<file path="src/rtl/core/ibc_pkg.sv">
// Shared types and constants for the IMU bias calibration and correction core.
// Depends on nothing; every other file in rtl/core uses it by scoped names.
`default_nettype none

package ibc_pkg;

  // Field widths fixed by the sample format.
  localparam int SAMPLE_W = 16;
  localparam int NUM_AXES = 3;
  localparam int SUM_W    = 25;
  localparam int GRAV_W   = 15;
  localparam int CNT_W    = 8;

  // Reset value of the one-g count for the Z accelerometer axis.
  localparam logic [GRAV_W-1:0] GRAVITY_RESET = 15'd8196;

  typedef logic signed [SAMPLE_W-1:0] sample_t;

  // One input word: raw samples plus the calibration request.
  typedef struct packed {
    sample_t accel_x;
    sample_t accel_y;
    sample_t accel_z;
    sample_t rate_x;
    sample_t rate_y;
    sample_t rate_z;
    logic    start_calibration;
  } in_word_t;

  // One output word: corrected samples plus calibration status.
  typedef struct packed {
    sample_t accel_x_corrected;
    sample_t accel_y_corrected;
    sample_t accel_z_corrected;
    sample_t rate_x_corrected;
    sample_t rate_y_corrected;
    sample_t rate_z_corrected;
    logic    gyro_cal_busy;
    logic    accel_cal_busy;
  } out_word_t;

  // Per-word commands from the sequencer to every axis lane.
  typedef struct packed {
    logic sum_clear;
    logic sum_add;
    logic add_accel;
    logic rate_off_clear;
    logic accel_off_clear;
    logic div_load;
    logic div_mul;
    logic div_wr_rate;
    logic div_wr_accel;
  } lane_ctl_t;

  // Calibration status that travels with each output word.
  typedef struct packed {
    logic gyro_busy;
    logic accel_busy;
  } cal_status_t;

endpackage

`default_nettype wire

</file>
<file path="src/rtl/core/imu_bias_calibrate_and_correct_core.sv">
// Top level of the IMU bias calibration and correction core.
// Depends on ibc_pkg, ibc_lane, ibc_ctrl and ibc_merge.
`default_nettype none

// The core takes one word of six raw IMU samples per clock cycle while
// in_stall is low and returns, from its output register, each sample minus
// its stored offset together with the gyro and accel calibration busy flags.
// A start request runs gyro calibration over AVERAGE_COUNT words and then
// accel calibration over the next AVERAGE_COUNT words, the two overlapping on
// one word. Three axis lanes work side by side, each with its own offsets,
// accumulator and reciprocal multiplier, and a merging stage with a two-entry
// output buffer collects their results. Throughput is one word per cycle
// while the input is not stalled; after the last word of each calibration
// the input stalls while each lane's multiplier turns its axis sum into the
// new offset. A result waiting at the output does not block the next word.
// gravity_counts may be written only while the core is idle.
module imu_bias_calibrate_and_correct_core #(
  parameter int AVERAGE_COUNT = 200
) (
  input  wire logic                        clk,
  input  wire logic                        rst,
  input  wire logic                        in_valid,
  output logic                             in_stall,
  input  wire ibc_pkg::in_word_t           in_word,
  output logic                             out_valid,
  input  wire logic                        out_stall,
  output ibc_pkg::out_word_t               out_word,
  input  wire logic                        cfg_wen,
  input  wire logic [ibc_pkg::GRAV_W-1:0]  cfg_wdata
);

  logic [ibc_pkg::GRAV_W-1:0] gravity_counts;
  logic                       accept;
  logic                       div_busy;
  logic                       skid_full;
  ibc_pkg::lane_ctl_t         ctl;
  ibc_pkg::cal_status_t       status;
  ibc_pkg::sample_t           accel_in   [ibc_pkg::NUM_AXES];
  ibc_pkg::sample_t           rate_in    [ibc_pkg::NUM_AXES];
  ibc_pkg::sample_t           accel_corr [ibc_pkg::NUM_AXES];
  ibc_pkg::sample_t           rate_corr  [ibc_pkg::NUM_AXES];

  // Configuration register.
  always_ff @(posedge clk) begin
    if (rst) begin
      gravity_counts <= ibc_pkg::GRAVITY_RESET;
    end else if (cfg_wen) begin
      gravity_counts <= cfg_wdata;
    end
  end

  // Input handshake.
  assign in_stall = skid_full || div_busy;
  assign accept   = in_valid && !in_stall;

  assign accel_in[0] = in_word.accel_x;
  assign accel_in[1] = in_word.accel_y;
  assign accel_in[2] = in_word.accel_z;
  assign rate_in[0]  = in_word.rate_x;
  assign rate_in[1]  = in_word.rate_y;
  assign rate_in[2]  = in_word.rate_z;

  ibc_ctrl #(
    .AVERAGE_COUNT(AVERAGE_COUNT)
  ) u_ctrl (
    .clk     (clk),
    .rst     (rst),
    .accept  (accept),
    .start   (in_word.start_calibration),
    .ctl     (ctl),
    .status  (status),
    .div_busy(div_busy)
  );

  // One lane per axis; only the Z lane sees the gravity count.
  for (genvar i = 0; i < ibc_pkg::NUM_AXES; i++) begin : g_lane
    logic [ibc_pkg::GRAV_W-1:0] lane_bias;
    assign lane_bias = (i == ibc_pkg::NUM_AXES - 1) ? gravity_counts : '0;

    ibc_lane #(
      .AVERAGE_COUNT(AVERAGE_COUNT)
    ) u_lane (
      .clk       (clk),
      .rst       (rst),
      .ctl       (ctl),
      .accel     (accel_in[i]),
      .rate      (rate_in[i]),
      .bias      (lane_bias),
      .accel_corr(accel_corr[i]),
      .rate_corr (rate_corr[i])
    );
  end

  ibc_merge u_merge (
    .clk       (clk),
    .rst       (rst),
    .accept    (accept),
    .accel_corr(accel_corr),
    .rate_corr (rate_corr),
    .status    (status),
    .out_stall (out_stall),
    .out_valid (out_valid),
    .out_word  (out_word),
    .skid_full (skid_full)
  );

endmodule

`default_nettype wire

</file>
<file path="src/rtl/core/ibc_lane.sv">
// One axis lane: offset correction, axis accumulator and reciprocal divider.
// Depends on ibc_pkg for widths and the lane command struct.
`default_nettype none

module ibc_lane #(
  parameter int AVERAGE_COUNT = 200
) (
  input  wire logic                          clk,
  input  wire logic                          rst,
  input  wire ibc_pkg::lane_ctl_t            ctl,
  input  wire ibc_pkg::sample_t              accel,
  input  wire ibc_pkg::sample_t              rate,
  input  wire logic [ibc_pkg::GRAV_W-1:0]    bias,
  output ibc_pkg::sample_t                   accel_corr,
  output ibc_pkg::sample_t                   rate_corr
);

  localparam int SW     = ibc_pkg::SAMPLE_W;
  localparam int SUM_W  = ibc_pkg::SUM_W;
  localparam int PROD_W = 2 * SUM_W;
  // The magnitude of a sum stays below 2^(SUM_W-1), so this shift makes the
  // rounded-up reciprocal exact for every reachable sum.
  localparam int SHIFT  = SUM_W - 1 + $clog2(AVERAGE_COUNT);
  localparam logic [PROD_W-1:0] RECIP_FULL =
    ((PROD_W'(1) << SHIFT) + PROD_W'(AVERAGE_COUNT) - PROD_W'(1)) / PROD_W'(AVERAGE_COUNT);
  localparam logic [SUM_W-1:0] RECIP = RECIP_FULL[SUM_W-1:0];

  logic [SW-1:0]          accel_off;
  logic [SW-1:0]          rate_off;
  logic signed [SUM_W-1:0] sum;
  logic signed [SUM_W-1:0] div_sum;
  logic                   div_neg;
  logic [PROD_W-1:0]      product;

  logic [SW:0]            src_ext;
  logic [SW:0]            bias_ext;
  logic [SW:0]            addend;
  logic signed [SUM_W-1:0] sum_next;
  logic [SUM_W-1:0]       div_mag;
  logic [SW-1:0]          quot;
  logic [SW-1:0]          off_next;

  // Correction with the offsets held when the word arrives.
  assign accel_corr = ibc_pkg::sample_t'(accel - accel_off);
  assign rate_corr  = ibc_pkg::sample_t'(rate - rate_off);

  // Addend for the accumulator; the bias applies only to accelerometer data.
  always_comb begin
    if (ctl.add_accel) begin
      src_ext  = {accel_corr[SW-1], accel_corr};
      bias_ext = {2'b00, bias};
    end else begin
      src_ext  = {rate_corr[SW-1], rate_corr};
      bias_ext = '0;
    end
    addend   = src_ext - bias_ext;
    sum_next = sum + $signed({{(SUM_W-SW-1){addend[SW]}}, addend});
  end

  // Axis accumulator.
  always_ff @(posedge clk) begin
    if (rst) begin
      sum <= '0;
    end else if (ctl.sum_clear) begin
      sum <= '0;
    end else if (ctl.sum_add) begin
      sum <= sum_next;
    end
  end

  // Divider: capture the final sum, multiply its magnitude by the reciprocal.
  assign div_mag = div_sum[SUM_W-1] ? SUM_W'(-div_sum) : SUM_W'(div_sum);

  always_ff @(posedge clk) begin
    if (ctl.div_load) begin
      div_sum <= sum_next;
    end
    if (ctl.div_mul) begin
      div_neg <= div_sum[SUM_W-1];
      product <= PROD_W'(div_mag) * PROD_W'(RECIP);
    end
  end

  // Quotient truncated toward zero, wrapped to the sample width.
  always_comb begin
    quot     = product[SHIFT +: SW];
    off_next = div_neg ? SW'(-quot) : quot;
  end

  // Offset registers.
  always_ff @(posedge clk) begin
    if (rst) begin
      accel_off <= '0;
      rate_off  <= '0;
    end else begin
      if (ctl.rate_off_clear) begin
        rate_off <= '0;
      end else if (ctl.div_wr_rate) begin
        rate_off <= off_next;
      end
      if (ctl.accel_off_clear) begin
        accel_off <= '0;
      end else if (ctl.div_wr_accel) begin
        accel_off <= off_next;
      end
    end
  end

endmodule

`default_nettype wire

</file>
<file path="src/rtl/core/ibc_ctrl.sv">
// Calibration sequencer: sample counter, pending flags and divider timing.
// Depends on ibc_pkg for the lane command and status structs.
`default_nettype none

module ibc_ctrl #(
  parameter int AVERAGE_COUNT = 200
) (
  input  wire logic                  clk,
  input  wire logic                  rst,
  input  wire logic                  accept,
  input  wire logic                  start,
  output ibc_pkg::lane_ctl_t         ctl,
  output ibc_pkg::cal_status_t       status,
  output logic                       div_busy
);

  localparam int CW = ibc_pkg::CNT_W;
  localparam logic [CW-1:0] AVG_CNT = CW'(AVERAGE_COUNT);

  logic [CW-1:0] cnt;
  logic          gyro_pending;
  logic          accel_pending;
  logic          div1_valid;
  logic          div1_accel;
  logic          div2_valid;
  logic          div2_accel;

  logic          gyro_run;
  logic          gyro_clear;
  logic          gyro_fin;
  logic          accel_run;
  logic          accel_clear;
  logic          accel_fin;
  logic [CW-1:0] cnt_a;
  logic [CW-1:0] cnt_b;
  logic [CW-1:0] cnt_c;
  logic [CW-1:0] cnt_next;
  logic          gyro_pending_next;
  logic          accel_pending_next;

  // Gyro phase first, then the accel phase, sharing one counter.
  always_comb begin
    gyro_run   = gyro_pending || (start && !gyro_pending && !accel_pending);
    gyro_clear = gyro_run && (cnt == '0);
    cnt_a      = gyro_clear ? CW'(1) : cnt;
    gyro_fin   = gyro_run && (cnt_a == AVG_CNT);
    if (gyro_run) begin
      cnt_b = gyro_fin ? '0 : cnt_a + CW'(1);
    end else begin
      cnt_b = cnt;
    end

    accel_run   = accel_pending || gyro_fin;
    accel_clear = accel_run && (cnt_b == '0);
    cnt_c       = accel_clear ? CW'(1) : cnt_b;
    accel_fin   = accel_run && (cnt_c == AVG_CNT);
    if (accel_run) begin
      cnt_next = accel_fin ? '0 : cnt_c + CW'(1);
    end else begin
      cnt_next = cnt_b;
    end

    gyro_pending_next  = gyro_run && !gyro_fin;
    accel_pending_next = accel_run && !accel_fin;
  end

  // Commands to the lanes.
  always_comb begin
    ctl.sum_clear       = accept && (gyro_clear || accel_clear);
    ctl.sum_add         = accept && ((gyro_run && !gyro_clear) || (accel_run && !accel_clear));
    ctl.add_accel       = accel_run && !accel_clear;
    ctl.rate_off_clear  = accept && gyro_clear;
    ctl.accel_off_clear = accept && accel_clear;
    ctl.div_load        = accept && (gyro_fin || accel_fin);
    ctl.div_mul         = div1_valid;
    ctl.div_wr_rate     = div2_valid && !div2_accel;
    ctl.div_wr_accel    = div2_valid && div2_accel;
  end

  assign status.gyro_busy  = gyro_pending_next;
  assign status.accel_busy = accel_pending_next;
  assign div_busy          = div1_valid || div2_valid;

  // Sequencer state and divider pipeline tags.
  always_ff @(posedge clk) begin
    if (rst) begin
      cnt           <= '0;
      gyro_pending  <= 1'b0;
      accel_pending <= 1'b0;
      div1_valid    <= 1'b0;
      div1_accel    <= 1'b0;
      div2_valid    <= 1'b0;
      div2_accel    <= 1'b0;
    end else begin
      if (accept) begin
        cnt           <= cnt_next;
        gyro_pending  <= gyro_pending_next;
        accel_pending <= accel_pending_next;
      end
      div1_valid <= accept && (gyro_fin || accel_fin);
      div1_accel <= accel_fin;
      div2_valid <= div1_valid;
      div2_accel <= div1_accel;
    end
  end

endmodule

`default_nettype wire

</file>
<file path="src/rtl/core/ibc_merge.sv">
// Merging stage: gathers the lane results into one word, with output skid.
// Depends on ibc_pkg for the sample, status and output word types.
`default_nettype none

module ibc_merge (
  input  wire logic                   clk,
  input  wire logic                   rst,
  input  wire logic                   accept,
  input  wire ibc_pkg::sample_t       accel_corr [ibc_pkg::NUM_AXES],
  input  wire ibc_pkg::sample_t       rate_corr [ibc_pkg::NUM_AXES],
  input  wire ibc_pkg::cal_status_t   status,
  input  wire logic                   out_stall,
  output logic                        out_valid,
  output ibc_pkg::out_word_t          out_word,
  output logic                        skid_full
);

  ibc_pkg::out_word_t new_word;
  ibc_pkg::out_word_t skid_word;
  logic               skid_valid;
  logic               slot_free;
  logic               out_valid_next;
  logic               skid_valid_next;
  logic               load_from_skid;
  logic               load_from_new;
  logic               load_skid;

  // Assemble the word from the three lanes.
  always_comb begin
    new_word.accel_x_corrected = accel_corr[0];
    new_word.accel_y_corrected = accel_corr[1];
    new_word.accel_z_corrected = accel_corr[2];
    new_word.rate_x_corrected  = rate_corr[0];
    new_word.rate_y_corrected  = rate_corr[1];
    new_word.rate_z_corrected  = rate_corr[2];
    new_word.gyro_cal_busy     = status.gyro_busy;
    new_word.accel_cal_busy    = status.accel_busy;
  end

  // Output register plus one skid entry.
  always_comb begin
    slot_free       = !out_valid || !out_stall;
    out_valid_next  = out_valid;
    skid_valid_next = skid_valid;
    load_from_skid  = 1'b0;
    load_from_new   = 1'b0;
    load_skid       = 1'b0;
    if (skid_valid) begin
      if (slot_free) begin
        load_from_skid  = 1'b1;
        out_valid_next  = 1'b1;
        skid_valid_next = accept;
        load_skid       = accept;
      end
    end else if (slot_free) begin
      out_valid_next = accept;
      load_from_new  = accept;
    end else begin
      skid_valid_next = accept;
      load_skid       = accept;
    end
  end

  always_ff @(posedge clk) begin
    if (rst) begin
      out_valid  <= 1'b0;
      skid_valid <= 1'b0;
    end else begin
      out_valid  <= out_valid_next;
      skid_valid <= skid_valid_next;
    end
  end

  always_ff @(posedge clk) begin
    if (load_from_skid) begin
      out_word <= skid_word;
    end else if (load_from_new) begin
      out_word <= new_word;
    end
    if (load_skid) begin
      skid_word <= new_word;
    end
  end

  assign skid_full = skid_valid;

endmodule

`default_nettype wire

</file>
<file path="config.mk">
export PLATFORM = sky130hd
export DESIGN_NAME = imu_bias_calibrate_and_correct_core
export DESIGN_NICKNAME = d
export VERILOG_FILES = /design/src/rtl/core/ibc_pkg.sv /design/src/rtl/core/imu_bias_calibrate_and_correct_core.sv /design/src/rtl/core/ibc_lane.sv /design/src/rtl/core/ibc_ctrl.sv /design/src/rtl/core/ibc_merge.sv
export SDC_FILE = /design/constraint.sdc
export NUM_CORES = 2
export LEC_CHECK = 0
export BUFFER_PORTS_ARGS = -buffer_cell sky130_fd_sc_hd__buf_2
export CAP_MARGIN = 20
export CORE_MARGIN = 2
export CORE_UTILIZATION = 45
export CTS_CLUSTER_SIZE = 10
export DETAILED_ROUTE_END_ITERATION = 6
export PLACE_DENSITY = 0.69
export RECOVER_POWER = 100
export SLEW_MARGIN = 20
export SYNTH_ARGS = -nofsm -noshare
export SYNTH_HDL_FRONTEND = slang
export SYNTH_HIERARCHICAL = 1
export SYNTH_SLANG_ARGS = --single-unit
</file>
<file path="constraint.sdc">
create_clock -name clk -period 8.1 [get_ports clk]
set_input_delay 0.81 -clock clk [delete_from_list [all_inputs] [get_ports clk]]
set_output_delay 0.81 -clock clk [all_outputs]
set_load 0.1 [all_outputs]
</file>
==> impl_metrics.yaml <==
die:
  start_util: 0.452
  ios: 217
  die_x_um: 378
  std_cell_rows: 137
  fp.dieArea_um2: 143000
  die_h_um: 378
  core_area_um2: 139000
synthesis:
  avgSynthCellArea_um2: 9.93
  synth_edf_count: 322
  postSynthCellCount: 6322
  synth_area_um2: 62800
  ys_async_sr_fraction: 0
  synth-seq-cells: 524
  synth-warning-count: 6
  synth.distinct_cells: 109
  ys_seq_area_frac: 0.218
  synthFlopType: "edfxtp_1"
worst_setup_path:
  cp_max_fo: 4
  worstSetupStartpointType: "flip-flop"
  path_class: "flip-flop to flip-flop"
  worstSetupEndpointType: "flip-flop"
  slowest_stage: "fa_1"
  crit_top_cell: "fa_1"
  crit_required_ns: 8.49
  cp_slowest_stage_delay_ns: 0.58
  cp.arrival_ns: 8.71
timing:
  final_max_slew_viol_count: 542
  setup_viol: 17
  hold_violations: 0
  worst_hold_slack_ns: 0.401
  worst_pin_slew_ns: 3.55
  min_period_over_period: 1.03
  min_period_ns: 8.33
  maxSlewHeadroom: -1.37
  worst_clock_skew_ns: 0.0353
  fmax_ghz: 0.120
  rsz0062_at_grt: "yes"
  fin_ws_ns: -0.229
global_route:
  grtUsageTotal: 0.238
  grt_remaining_overflow: 0
  grt_pass1_wl_um: 265000
  grt_max_degree: 68
  grt_pass1_vias: 47902
  antenna_found_initial: 7
cts:
  clkTransAtPathRegs_ns: 0.06
  cts.sinks: 524
  hold_buffers: 0
  cts_made_buffers: 66
  cts_tree: "built"
  cts_max_path_buffers: 3
  clock_latency_ns: 0.66
  clockRootBuffer: "clkbuf_16"
  htree_levels: 3
detailed_routing:
  drcViolationCount: 3
  drtAntennaViolNets: 0
  wire_per_inst_um: 18.9
  drt-total-wl_um: 168000
  drt-vias-per-instance: 5.19
  drt-initial-drc-count: 3179
  vias: 46223
  first_pass_iters: 7
cells_and_area:
  syn_to_final_growth_pct: 15.9
  design_area_um2: 72800
  final_nets: 8763
  final_cell_mix: "1404 x inv_1, 960 x ha_1, 635 x fa_1"
  drive_gt1_frac: 0.155
  fillers: 12332
  final_common_cell: "inv_1"
  layout.cells.non_filler: 8913
power:
  peakVddDrop_mv: 0.153
  leakage_nw: 34.6
  p_per_area_nw_per_um2: 140
  p_total_mw: 10.2
place:
  dpl_worst_slack_ns: -0.442
  place_area_um2: 68900
  port_buffers: 216
  place_congestion: 0.980
  dp_hpwl_um: 141000
  dp.cells: 8720
worst_hold_path:
  hold_path.class: "input pin to flip-flop"
outcome:
  violations: "DRC, capacitance limit, slew limit, setup timing"
  status: "finished, violations left"
run:
  drv_cap: 15
==> state kept, by name, summed over array words and instances (netlist names) <==
register	cells
u_ctrl/div2_accel	1
u_merge/skid_word	98
u_merge/skid_full	1
u_merge/out_valid	1
g_lane.u_lane/accel_off	48
u_ctrl/cnt	8
g_lane.u_lane/div_neg	3
g_lane.u_lane/product	48
u_ctrl/div2_valid	1
u_ctrl/gyro_pending	1
u_ctrl/div1_valid	1
u_merge/out_word	98
g_lane.lane_bias	15
g_lane.u_lane/rate_off	48
g_lane.u_lane/sum	75
u_ctrl/div1_accel	1
g_lane.u_lane/div_sum	75
u_ctrl/accel_pending	1
==> metrics by stage <==
stage	util	setup TNS, ns
4_1_cts	0.515	-0.302
3_3_place_gp	0.495	-2.99
3_5_place_dp	0.495	-6.58
5_1_grt	0.524	-12.22
2_1_floorplan	-	-0.0138
6_report	0.524	-1.78
==> path summary, 6_finish.rpt <==
kind,start,endpoint,slack [ns],cells after the start
max,g_lane[0].u_lane/div_sum[5],g_lane[0].u_lane/product[45],-0.23,35
min,cfg_wdata[13],g_lane[2].lane_bias[13],0.40,2
max reg2reg,g_lane[0].u_lane/div_sum[5],g_lane[0].u_lane/product[45],-0.23,35
min reg2reg,g_lane[2].u_lane/rate_off[5],g_lane[2].u_lane/rate_off[5],0.48,2
==> per-layer routing <==
layer  vias to the layer above  routed length, um  global-route usage  part of all wire
li1                      22120                  -                   -                 -
met1                     22872              77400               0.337              0.46
met2                      1038              77600               0.386              0.46
met3                       183               9780              0.0367             0.058
met4                        10               3410              0.0464             0.020
met5                         -                 70                   0           0.00042
==> where the power goes <==
part | switching [mW] | total [mW] | leakage (nW) | internal [mW]
registers | 0.0686 | 3.16 | 4.61 | 3.09
logic | 2.45 | 4.14 | 29.0 | 1.69
clock network | 1.21 | 2.88 | 1.01 | 1.67
total | 3.73 | 10.2 | 34.6 | 6.45
==> logic make-up after synthesis <==
family                     share of synthesized area
muxes                                         0.0452
buffers and inverters                         0.0935
and+or+nand+nor                               0.0834
adders and majority gates                      0.410
other                                      0.0000597
xor gates and xnor gates                      0.0584
DFF                                            0.218
AOI/OAI and AO/OA                             0.0908
==> area by class of cell <==
| class | instances | area, um^2 | share of cell area |
|---|---|---|---|
| clock inverters | 14 | 183 | 0.00251 |
| inverters | 1442 | 5420 | 0.0744 |
| diodes | 2 | 5.00 | 0.0000687 |
| flip-flops and latches | 524 | 13700 | 0.188 |
| repair buffers | 657 | 4380 | 0.0602 |
| well taps | 1876 | 2350 | 0.0322 |
| multi-input cells | 4290 | 44800 | 0.616 |
| clock buffers | 108 | 1910 | 0.0263 |
==> worst max-delay path: cells and delay by family, from the launching register on <==
family	cells	cell delay (ns)
xor gates and xnor gates	2	0.48
and+or+nand+nor	10	1.60
buffers and inverters	11	1.10
DFF	1	0.43
AOI/OAI and AO/OA	4	0.79
adders and majority gates	8	3.65
==> synthesized netlist by cell type (85+ instances only) <==
library cell,count,area share
nand2_1,233,0.014
edfxtp_1,322,0.15
fa_1,654,0.21
xnor2_1,245,0.034
a21o_1,85,0.010
ha_1,1011,0.20
mux2_2,128,0.023
dfxtp_1,202,0.064
inv_1,1438,0.086
a21oi_1,195,0.016
xor2_1,156,0.022
a211oi_1,88,0.011
o21ai_0,147,0.012
nor2_1,424,0.025
mux2i_1,126,0.020
==> repair_timing <==
| item | in CTS | in global routing |
|---|---|---|
| endpoints found under the setup margin | 34 | 42 |
| resized for setup | 84 | 223 |
| hold endpoints to repair | 0 | 0 |
| pin swaps | 46 | 128 |
| setup buffers | 29 | 49 |
Power figures use the tool's default switching activity.
